$ cat config.mk
export PLATFORM = sky130hd
export DESIGN_NAME = lbs_ctrl
export DESIGN_NICKNAME = d
export VERILOG_FILES = /design/src/sv/lbs_pkg.sv /design/src/sv/lbs_ctrl.sv
export VERILOG_INCLUDE_DIRS = /design/src /design/src/sv
export SDC_FILE = /design/constraint.sdc
export NUM_CORES = 1
export LEC_CHECK = 0
export ABC_AREA = 1
export BUFFER_PORTS_ARGS = -buffer_cell sky130_fd_sc_hd__clkbuf_2
export CAP_MARGIN = 20
export CORE_MARGIN = 1.5
export CORE_UTILIZATION = 40
export CTS_CLUSTER_SIZE = 14
export DETAILED_ROUTE_END_ITERATION = 6
export PLACE_DENSITY = 0.65
export SYNTH_ARGS = -nofsm -noshare
export SYNTH_HDL_FRONTEND = slang
export SYNTH_SLANG_ARGS = --single-unit
$ cat constraint.sdc
create_clock -name clk -period 2.55 [get_ports clk]
set_clock_uncertainty 0.05 [all_clocks]
set_input_delay 0.51 -clock clk [delete_from_list [all_inputs] [get_ports clk]]
set_output_delay 0.51 -clock clk [all_outputs]
set_load 0.01 [all_outputs]
$ cat src/sv/linear_blend_skinning_macros.svh
// Assertion macros shared by the skinning unit modules.
// Each expands to one labeled concurrent assertion clocked on clk; LBS_ASSERT is disabled by rst.
`ifndef LINEAR_BLEND_SKINNING_MACROS_SVH
`define LINEAR_BLEND_SKINNING_MACROS_SVH

// Property checked while the block is out of reset.
`define LBS_ASSERT(label, prop, msg) \
  label: assert property (@(posedge clk) disable iff (rst) prop) else $error(msg);

// Property checked on every clock edge, reset included.
`define LBS_ASSERT_ALWAYS(label, prop, msg) \
  label: assert property (@(posedge clk) prop) else $error(msg);

`endif

$ cat src/sv/lbs_pkg.sv
// Shared types and constants for the linear blend skinning unit.
// Used by lbs_ctrl, lbs_datapath and the top level; depends on nothing.
package lbs_pkg;

  // Operation codes on the input channel.
  localparam logic OP_WRITE     = 1'b0;
  localparam logic OP_INFLUENCE = 1'b1;

  // Matrix geometry: 4 rows by 3 columns, element index is row*3+column.
  localparam int          ELEMS_PER_BONE = 12;
  localparam logic [3:0]  LAST_ELEM      = 4'd11;
  localparam logic [1:0]  ROW_TRANSLATE  = 2'd3;
  localparam logic [1:0]  ROW_X          = 2'd0;
  localparam logic [1:0]  ROW_Y          = 2'd1;
  localparam logic [1:0]  ROW_Z          = 2'd2;
  localparam logic [1:0]  COL_X          = 2'd0;
  localparam logic [1:0]  COL_Y          = 2'd1;

  // Last value of the drain counter; the drain ends once the accumulators are updated.
  localparam logic [3:0]  DRAIN_LAST     = 4'd3;

  // Datapath widths.
  localparam int TERM_W   = 48;  // one floored product, also the clamp width of t
  localparam int TSUM_W   = 50;  // sum of three products and a translation
  localparam int CONTR_W  = 49;  // floored t * weight
  localparam int ACC_W    = 64;

  localparam logic [16:0] WEIGHT_ONE = 17'd65536;

  typedef enum logic [1:0] {
    ST_IDLE,
    ST_RUN,
    ST_DRAIN,
    ST_FINISH
  } state_t;

  // Commands from the controller to the datapath.
  typedef struct packed {
    logic       write;    // store one matrix element from the input ports
    logic       capture;  // latch an influence from the input ports
    logic       rd_en;    // read one element of the captured bone
    logic [3:0] elem;
    logic [1:0] row;
    logic [1:0] col;
    logic       finish;   // load the output register and clear the accumulators
  } cmd_t;

  // Status from the datapath to the controller.
  typedef struct packed {
    logic out_busy;       // output register holds a result that is not taken
  } status_t;

  // Control that travels down the datapath next to each element.
  typedef struct packed {
    logic       vld;
    logic [1:0] row;
    logic [1:0] col;
  } pipe_ctrl_t;

endpackage

$ cat src/sv/lbs_ctrl.sv
// Controller of the skinning unit: sequences element reads and the final output load.
// Depends on lbs_pkg and linear_blend_skinning_macros.svh.
`include "linear_blend_skinning_macros.svh"

module lbs_ctrl (
  input  logic             clk,
  input  logic             rst,
  input  logic             in_valid,
  output logic             in_ready,
  input  logic             op,
  input  logic             last_influence,
  input  lbs_pkg::status_t status,
  output lbs_pkg::cmd_t    cmd
);

  lbs_pkg::state_t state, state_next;
  logic [3:0]      cnt, cnt_next;
  logic            last, last_next;

  // State registers.
  always_ff @(posedge clk) begin
    if (rst) begin
      state <= lbs_pkg::ST_IDLE;
      cnt   <= '0;
      last  <= 1'b0;
    end else begin
      state <= state_next;
      cnt   <= cnt_next;
      last  <= last_next;
    end
  end

  // Next state: twelve reads, a fixed drain, then an optional output load.
  always_comb begin
    state_next = state;
    cnt_next   = cnt;
    last_next  = last;
    case (state)
      lbs_pkg::ST_IDLE: begin
        if (in_valid && op == lbs_pkg::OP_INFLUENCE) begin
          state_next = lbs_pkg::ST_RUN;
          cnt_next   = '0;
          last_next  = last_influence;
        end
      end
      lbs_pkg::ST_RUN: begin
        if (cnt == lbs_pkg::LAST_ELEM) begin
          state_next = lbs_pkg::ST_DRAIN;
          cnt_next   = '0;
        end else begin
          cnt_next = cnt + 4'd1;
        end
      end
      lbs_pkg::ST_DRAIN: begin
        if (cnt == lbs_pkg::DRAIN_LAST) begin
          state_next = last ? lbs_pkg::ST_FINISH : lbs_pkg::ST_IDLE;
          cnt_next   = '0;
        end else begin
          cnt_next = cnt + 4'd1;
        end
      end
      lbs_pkg::ST_FINISH: begin
        if (!status.out_busy) begin
          state_next = lbs_pkg::ST_IDLE;
        end
      end
      default: begin
        state_next = lbs_pkg::ST_IDLE;
      end
    endcase
  end

  // Outputs: the read order walks the rows of one column before the next column.
  always_comb begin
    in_ready    = 1'b0;
    cmd         = '0;
    cmd.row     = cnt[1:0];
    cmd.col     = cnt[3:2];
    cmd.elem    = 4'({cnt[1:0], 1'b0}) + 4'(cnt[1:0]) + 4'(cnt[3:2]);
    case (state)
      lbs_pkg::ST_IDLE: begin
        in_ready    = 1'b1;
        cmd.write   = in_valid && op == lbs_pkg::OP_WRITE;
        cmd.capture = in_valid && op == lbs_pkg::OP_INFLUENCE;
      end
      lbs_pkg::ST_RUN: begin
        cmd.rd_en = 1'b1;
      end
      lbs_pkg::ST_FINISH: begin
        cmd.finish = !status.out_busy;
      end
      default: begin
        cmd.rd_en = 1'b0;
      end
    endcase
  end

  `LBS_ASSERT(a_run_to_drain, (state == lbs_pkg::ST_RUN && cnt == lbs_pkg::LAST_ELEM) |=> (state == lbs_pkg::ST_DRAIN), "read sequence did not end after twelve elements")
  `LBS_ASSERT(a_finish_free, cmd.finish |-> !status.out_busy, "output loaded over an untaken result")
  `LBS_ASSERT_ALWAYS(a_port_conflict, !(cmd.write && cmd.rd_en), "table written and read in one cycle")

endmodule

==> results of run 1 <==
stage by stage:
stage               area (µm²)  total power (W)  util (%)  cells
finish                     747         0.000623      55.3    118
global route               747         0.000681      55.3    118
CTS                        746         0.000633      55.2    118
detailed placement         719         0.000525      53.3    114
global placement           719         0.000516      53.3    114
floorplan                  596         0.000417         -     79
path summary, 6_finish.rpt:
| kind | startpoint | end | slack, ps |
|---|---|---|---|
| worst max register to register | state[1] | cnt[3] | 1070 |
| worst min-delay path | rst | last | 380 |
| worst min register to register | last | last | 430 |
| worst max-delay path | cnt[3] | cmd[7] | 90 |
flip-flops by register name (all words and copies together), names as in the netlist:
| register | cells |
|---|---|
| cnt | 4 |
| state | 2 |
| last | 1 |
cells in the mapped netlist, drive strengths merged:
master and instances:
a21oi 2, dfxtp 7, fa 2, ha 10
inv 11, nand2 27, nand3 6, nand4 2
nor2 10, xnor2 2
power groups by stage:
stage	logic, W	registers [W]	clock network, W
after global placement	0.000359	0.000157	0
after floorplan	0.000249	0.000168	0
final	0.000363	0.000155	0.000105
after detailed placement	0.000367	0.000158	0
after global routing	0.000409	0.000158	0.000113
after CTS	0.000370	0.000155	0.000108
kinds of logic (layout without fill, tap and decap cells):
logic type,count (synthesis),after routing,synth area share [%]
XOR/XNOR,2,2,2.94
adder cells (fa/ha/maj),12,12,27.7
AND/OR/NAND/NOR,45,45,37.2
flip-flops,7,7,23.5
buffers and inverters,11,35,6.93
AO/OA/AOI/OAI,2,2,1.68
what timing repair did:
| action | 4_1_cts | 5_1_grt |
|---|---|---|
| resized for setup | 0 | 1 |
| hold buffers | 0 | 0 |
| endpoints found under the hold margin | 0 | 0 |
| endpoints found under the setup margin | 0 | 1 |
cell type report:
cell class / count / share of cell area, %
repair buffers: 20 / 14.1
clock buffers: 4 / 3.52
flip-flops and latches: 7 / 18.9
well taps: 15 / 2.51
inverters: 11 / 5.53
multi-input cells: 61 / 55.4
routing by layer:
metal	wire [µm]	global-route usage [%]	vias up
li1	-	-	292
met1	592	19.3	224
met2	513	20.9	8
met3	23	1.30	4
met4	26	11.6	0
met5	0	0	-
==> impl_summary.md, run 1 <==
Floorplan
The floorplan step set the die height to 41.6 µm. Measured along the x axis, the die boundary spans 41.6 µm. The initial utilization of the core area, before any placement, comes to 44.1%.

The count of boundary I/O pins is 19. In this run the standard cell core region covers 1350 µm². The die footprint is 1730 µm².

After floorplanning, the core was divided into 13 placement rows.

STA
The worst path meets setup with 94.4 ps of slack. For the pin with the worst max-slew slack, the measured transition is 238 ps. Static timing analysis puts the maximum clock frequency at 407 MHz. The final cycle utilization of the critical path is 96.3%. The number of pins with negative max-slew slack in the final report was 0. The worst path needs 2460 ps of the cycle, external delays included.

The remaining max-slew budget at the tightest pin is 84.1%. Setup violations remaining at the end of the flow were counted as 0. The count of final hold-check violations is 0. The final hold slack is 383 ps. Setup repair after global routing left no endpoint under its margin. The final total negative setup slack is 0 ps.

Synthesis
Counting every instance in the synthesized netlist gives 79. The net count after synthesis is 97. Of the synthesized area, sequential elements account for 23.5%. Synthesis instantiated 15 different standard cells from the library. The share of Yosys cell area claimed by the top area cell type is 23.5%. The post-synthesis instance area is 596 µm².

The total of flip-flops plus latches after synthesis is 7. During synthesis, Yosys emitted a total of 0 warnings. The cell taking the most area after synthesis is sky130_fd_sc_hd__dfxtp_1. Ranked by total cell area, the synthesized netlist is headed by sky130_fd_sc_hd__dfxtp_1 24%, sky130_fd_sc_hd__ha_1 21%, sky130_fd_sc_hd__nand2_1 14%. The mean instance size in the synthesized netlist is 7.54 µm².

Placed design
The congestion estimate from routability-driven global placement came to 0.747. Input and output buffers added on the ports amount to 18. Detailed placement ended at an HPWL of 956 µm. Prior to clock tree synthesis, the placed netlist has a worst setup slack of 320 ps.

Worst setup path
Among the stages of the critical path, the cell type that occurs most often is sky130_fd_sc_hd__fa_1. The maximum fanout along the worst path is 5. The category of cells accounting for the largest share of critical-path delay is adder cells.

The critical path required time is 1990 ps. The critical path in this run is classified as reg2out. STA classifies the critical path startpoint as a register. In this design, the stage delay of the slowest critical-path cell is 480 ps. The worst setup path is captured at an output port. The cell with the largest stage delay on the worst path is sky130_fd_sc_hd__fa_1. The critical path arrival is 1900 ps. In this run the number of cells on the critical path is 4.

The critical path goes through fa_1 -> ha_1 -> fa_1 -> clkbuf_2. Together, buffers and inverters on the worst path number 1. For the worst flop-to-flop path, the logic depth is 8.

Drt
Using the TritonRoute via totals, the vias-per-cell ratio works out to 4.47. The number of antenna-violating nets in the routed design is 0. The first detailed-routing pass ran for 3 iterations. The detailed-route DRC error count is 0.

The routed design has 1160 µm of wire. The vias after detailed routing is 528. The DRC violation total after the first TritonRoute iteration is 19. The wire length per cell is 9.80 µm.

Power
The net switching share of the total power is 46.3%. The clock network fraction of total power is 16.8%. In this run the static leakage power is 0.410 nW. The cell-internal power is 0.000334 W. The power density of the placed cells is 834 nW/µm².

Per report_power, the sequential group accounts for 24.9% of the total. VDD sags by at most 452 µV. The switching power of the nets is 0.000289 W. The power share of the combinational group is 58.3%.

Final layout
The combined area of the multi-input logic cells is 414 µm². 0 antenna diodes ended up in the layout. The area growth from synthesis to layout is 25.4%. The number of filler instances in the final layout is 141. Cells with a size suffix above 1 make up 33.0% of the layout. The most common cell after layout, fill and taps aside is sky130_fd_sc_hd__nand2_1.

The total area of sequential cells is 141 µm². In the layout the commonest cells are 22 x sky130_fd_sc_hd__nand2_1, 18 x sky130_fd_sc_hd__clkbuf_2, 10 x sky130_fd_sc_hd__ha_1. The net count of the finished layout is 122.

Clock tree
TritonCTS built the clock tree. CTS built an H-tree with a depth of 1. The number of CTS-inserted buffers is 3. The root buffer cell chosen for the clock tree is sky130_fd_sc_hd__clkbuf_4.

The clock reaches the later pin of the worst-skew pair after 260 ps. Counting every sink on the clock net gives 7. The maximum clock path buffer count is 2.

The number of buffers added for setup after CTS is 0. After clock tree synthesis, the clock-pin slew on the worst setup and hold paths is 50 ps.

GRT
The via count of the first global-routing pass is 457. The number of antenna violations at the first check in global routing is 0. The wire length of the first global-routing pass is 1900 µm.

The total global routing overflow is 0. The pin count of the biggest net entering global routing is 7. The total routing usage reported by global routing is 14.4%.

Worst hold path
The worst min-delay path class is in2reg. The cell depth of the worst hold path is 2.

Run status
The flow ran to the end, and the final reports show no timing, DRC or antenna violations.

Run
Across the run, the number of max-cap violations was 0.
No activity file was read; power rests on OpenSTA's default activity.
==> run 2: changes to the inputs <==
Settings changed: ABC_AREA 1 to not set, PLACE_DENSITY 0.65 to 0.66.
==> run 2 against run 1 <==
Net effect: register-to-register slack got worse by 420 ps; sequential cell count unchanged; first-iteration DRC count decreased by 53%; critical path depth unchanged; sequential power decreased by 6%; largest cell class unchanged.
==> impl_summary.md, run 2 <==
Synthesis
Yosys instantiated no cell more often than sky130_fd_sc_hd__ha_1. The combinational family with the most area after synthesis is adder cells. After Yosys synthesis, XOR and XNOR cells account for 0% of the synthesized area. The post-synthesis instance area is 551 µm². During synthesis, Yosys emitted a total of 0 warnings. The sequential area share after synthesis is 25.5%. The mean instance size in the synthesized netlist is 9.03 µm². The post-synthesis mux area share is 3.64%. The net count after synthesis is 79. The adder-cell share of the synthesized area is 30.0%. The synthesized design spends more area on one cell type than any other, namely sky130_fd_sc_hd__dfxtp_1. After Yosys synthesis, and, or, nand and nor cells account for 23.4% of the synthesized area. Synthesis produced 61 cells.

Counting flops with an async set or reset pin after synthesis yields a share of 0%. Counting flops and latches in the post-synthesis netlist gives 7. By count the netlist is led by 10 x sky130_fd_sc_hd__ha_1, 8 x sky130_fd_sc_hd__a21oi_1, 7 x sky130_fd_sc_hd__dfxtp_1.

The synthesized netlist devotes 16.1% of its cell area to compound gates. The count of flip-flops with a built-in enable after synthesis is 0. Summed over its instances, the top area cell type makes up 25.5% of the synthesized netlist area. By area the synthesized netlist is led by sky130_fd_sc_hd__dfxtp_1 25%, sky130_fd_sc_hd__ha_1 23%, sky130_fd_sc_hd__a21oi_1 7.3%. The number of distinct library cells after synthesis is 24. The flip-flop cell with the highest count after synthesis is sky130_fd_sc_hd__dfxtp_1.

STA
In this run the tightest slew margin relative to its limit is 68.0%. The top achievable clock speed is 408 MHz. After routing, the total negative slack on setup checks comes to 0 ps. Setup violations remaining at the end of the flow were counted as 0. The number of pins with negative max-slew slack in the final report is 0. The transition time of the tightest slew-check pin is 476 ps. The smallest clock period supported by the final layout is computed as 2450 ps. The count of final hold-check violations is 0. Dividing the final minimum period by the clock period gives 96.1%. Across all hold checks on the routed design, the worst slack comes to 449 ps. Setup repair after global routing left no endpoint under its margin.

Floorplan
The die is 40.1 µm tall. During I/O placement, the number of pins put on the boundary was 19. The floorplan step set the die width to 40.1 µm. The die footprint is 1610 µm². The placeable core area is 1280 µm². The number of rows created at floorplan is 13.

For this configuration, the core starts out at a cell density of 42.8%.

Clock tree
The clock insertion delay at the later pin of the skew report is 260 ps. The number of buffers added for setup after CTS is 0. The TritonCTS clock tree is done. Clock-pin slew was measured on the worst setup and hold paths at 50 ps. The number of CTS-inserted buffers is 3.

The depth of the CTS H-tree is 1. The root buffer cell chosen for the clock tree is sky130_fd_sc_hd__clkbuf_4. The tree built by TritonCTS fans out to 7 sinks. Counting along the longest clock path gives a buffer depth of 2.

The number of hold buffers added after CTS was 0.

Placed design
Detailed placement finished with a half-perimeter wire length of 921 µm. At the end of routability-driven placement, the weighted congestion stood at 0.769. Buffers placed on the I/O ports in this run total 18.

The cell area after placement is 667 µm².

GRT
The number of antenna violations at the first check in global routing came to 0. Global routing consumed, over all layers together, 18.7% of the routing resources. Entering global routing, the biggest net connects 9 pins. The wire length of the first global-routing pass is 1880 µm. The via count of the first global-routing pass is 440.

The total global routing overflow is 0.

Worst setup path
The critical path launch point is cnt[0]. Among the stages of the critical path, the cell type that occurs most often is sky130_fd_sc_hd__fa_1. The worst setup path is launched from a register. Data on the critical path arrives at its endpoint at 1890 ps. Of all nets on the critical path, the largest fanout is 8. The cell with the largest stage delay on the worst path is sky130_fd_sc_hd__fa_1. The number of buffer and inverter instances along the worst setup path is 1. STA classifies the critical path endpoint as an output port. Walking the worst path, the cells encountered are fa_1 -> ha_2 -> fa_1 -> clkbuf_2.

At the worst endpoint, the required time is 1990 ps. The startpoint identified for the worst register-to-register timing path is state[0]. The destination of the worst register-to-register timing path is state[1]. Setup slack on the worst reg-to-reg path comes out at 650 ps. The setup path with the least slack is of type reg2out.

The category of cells accounting for the largest share of critical-path delay is adder cells. The critical path's largest stage delay is 470 ps. Measured in cells, the most critical reg-to-reg path has a length of 6.

Drt
The detailed-route DRC error count is 0. In the routed layout, each cell is associated on average with a via count of 5.24. The wire length per cell is 12.0 µm. The DRC violation total after the first TritonRoute iteration is 9. The wire length after detailed routing is 1190 µm. For this run, the detailed router's first-pass iteration total came to 4. Once detail routing completed, the nets flagged for antenna violations numbered 0. The routed layout has 519 vias.

Final layout
The most common cell after layout, fill and taps aside is sky130_fd_sc_hd__clkbuf_2. The register with the highest flop count is cnt. The post-route netlist has 31.0% of its cells at a drive strength greater than 1. Counting the fill cells in the layout gives 126.

The multi-input combinational cells in the finished layout cover a total of 405 µm². The register with the most flip-flops in the layout has 4 of them. The largest registers in the layout are cnt x4, state x2, last x1. The final-stage net count is 103. Leaving out fill and tap cells, the most frequent cells in the layout are 18 x sky130_fd_sc_hd__clkbuf_2, 9 x sky130_fd_sc_hd__ha_1, 8 x sky130_fd_sc_hd__a21oi_1. The total area of sequential cells is 145 µm². The count of inserted antenna diode cells is 0. The finished cells cover 701 µm².

Relative to the synthesized area, the layout overhead comes to 27.3%.

Worst hold path
For hold timing, the worst endpoint is last. The worst hold path was traced through 3 stages. The worst hold path belongs to the class in2reg. The startpoint of the most critical hold path is last_influence.

Power
Summed over all nets, the switching power comes to 0.000199 W. Power spread over the standard cell area amounts to 683 nW/µm². The net switching share of the total power is 41.5%.

The power share of the combinational group is 48.3%. VDD sags by at most 435 µV. The cell-internal power is 0.000280 W. The sequential cell fraction of total power is 30.2%. The clock network fraction of total power is 21.5%. In this run the static leakage power is 0.353 nW.

Run status
The run finished with clean final reports.

Run
The max-capacitance violation count is 0.
-- run 2: worst max-delay path by stage --
stage                        end  slack (ps)  depth (start not counted)
after detailed placement  cmd[7]         190                          4
final                     cmd[7]         100                          4
after CTS                 cmd[7]          10                          4
after floorplan           cmd[7]         310                          3
after global placement    cmd[7]         270                          4
after global routing      cmd[7]           3                          4
-- run 2: worst min-delay path, delay by kind of cell --
family | cells | cell delay (ps)
buffers and inverters | 1 | 80
and+or+nand+nor | 1 | 80
muxes | 1 | 60
-- run 2: routing by layer --
layer / GRT usage, % / share of wire [%]
met1: 20.2 / 46
met2: 29.0 / 47
met3: 10.0 / 5.2
met4: 10.3 / 1.7
met5: 0 / 0
-- run 2: final cells by class --
| class | count | area share, % |
|---|---|---|
| multi-input cells | 52 | 57.9 |
| flip-flops and latches | 7 | 20.7 |
| repair buffers | 19 | 13.9 |
| clock buffers | 4 | 3.75 |
| well taps | 15 | 2.68 |
| inverters | 2 | 1.07 |
-- run 2: cell families (layout without fill, tap and decap cells) --
group,count (synthesis),in the layout
multiplexers,2,2
flip-flops,7,7
adder cells (fa/ha/maj),12,12
AND/OR/NAND/NOR,23,23
buffers and inverters,2,25
AO/OA/AOI/OAI,15,15
-- run 2: what timing repair did --
| item | 4_1_cts | 5_1_grt |
|---|---|---|
| endpoints found under the setup margin | 1 | 1 |
| pin swaps | 0 | 2 |
| gates resized for setup | 2 | 2 |
-- run 2: power groups by stage --
stage	combinational, W	clock, W	sequential (W)
5_1_grt	0.000265	0.000117	0.000147
2_1_floorplan	0.000168	0	0.000142
6_report	0.000231	0.000103	0.000145
3_3_place_gp	0.000230	0	0.000146
4_1_cts	0.000232	0.000107	0.000145
3_5_place_dp	0.000230	0	0.000147
-- run 2: per-stage QoR --
stage / cells / power, W / utilization, % / worst slack, ps
floorplan: 61 / 0.000310 / - / 308
global placement: 95 / 0.000376 / 51.9 / 267
detailed placement: 95 / 0.000377 / 51.9 / 186
CTS: 99 / 0.000484 / 54.1 / 12.0
global route: 99 / 0.000529 / 54.5 / 2.97
finish: 99 / 0.000479 / 54.5 / 98.3
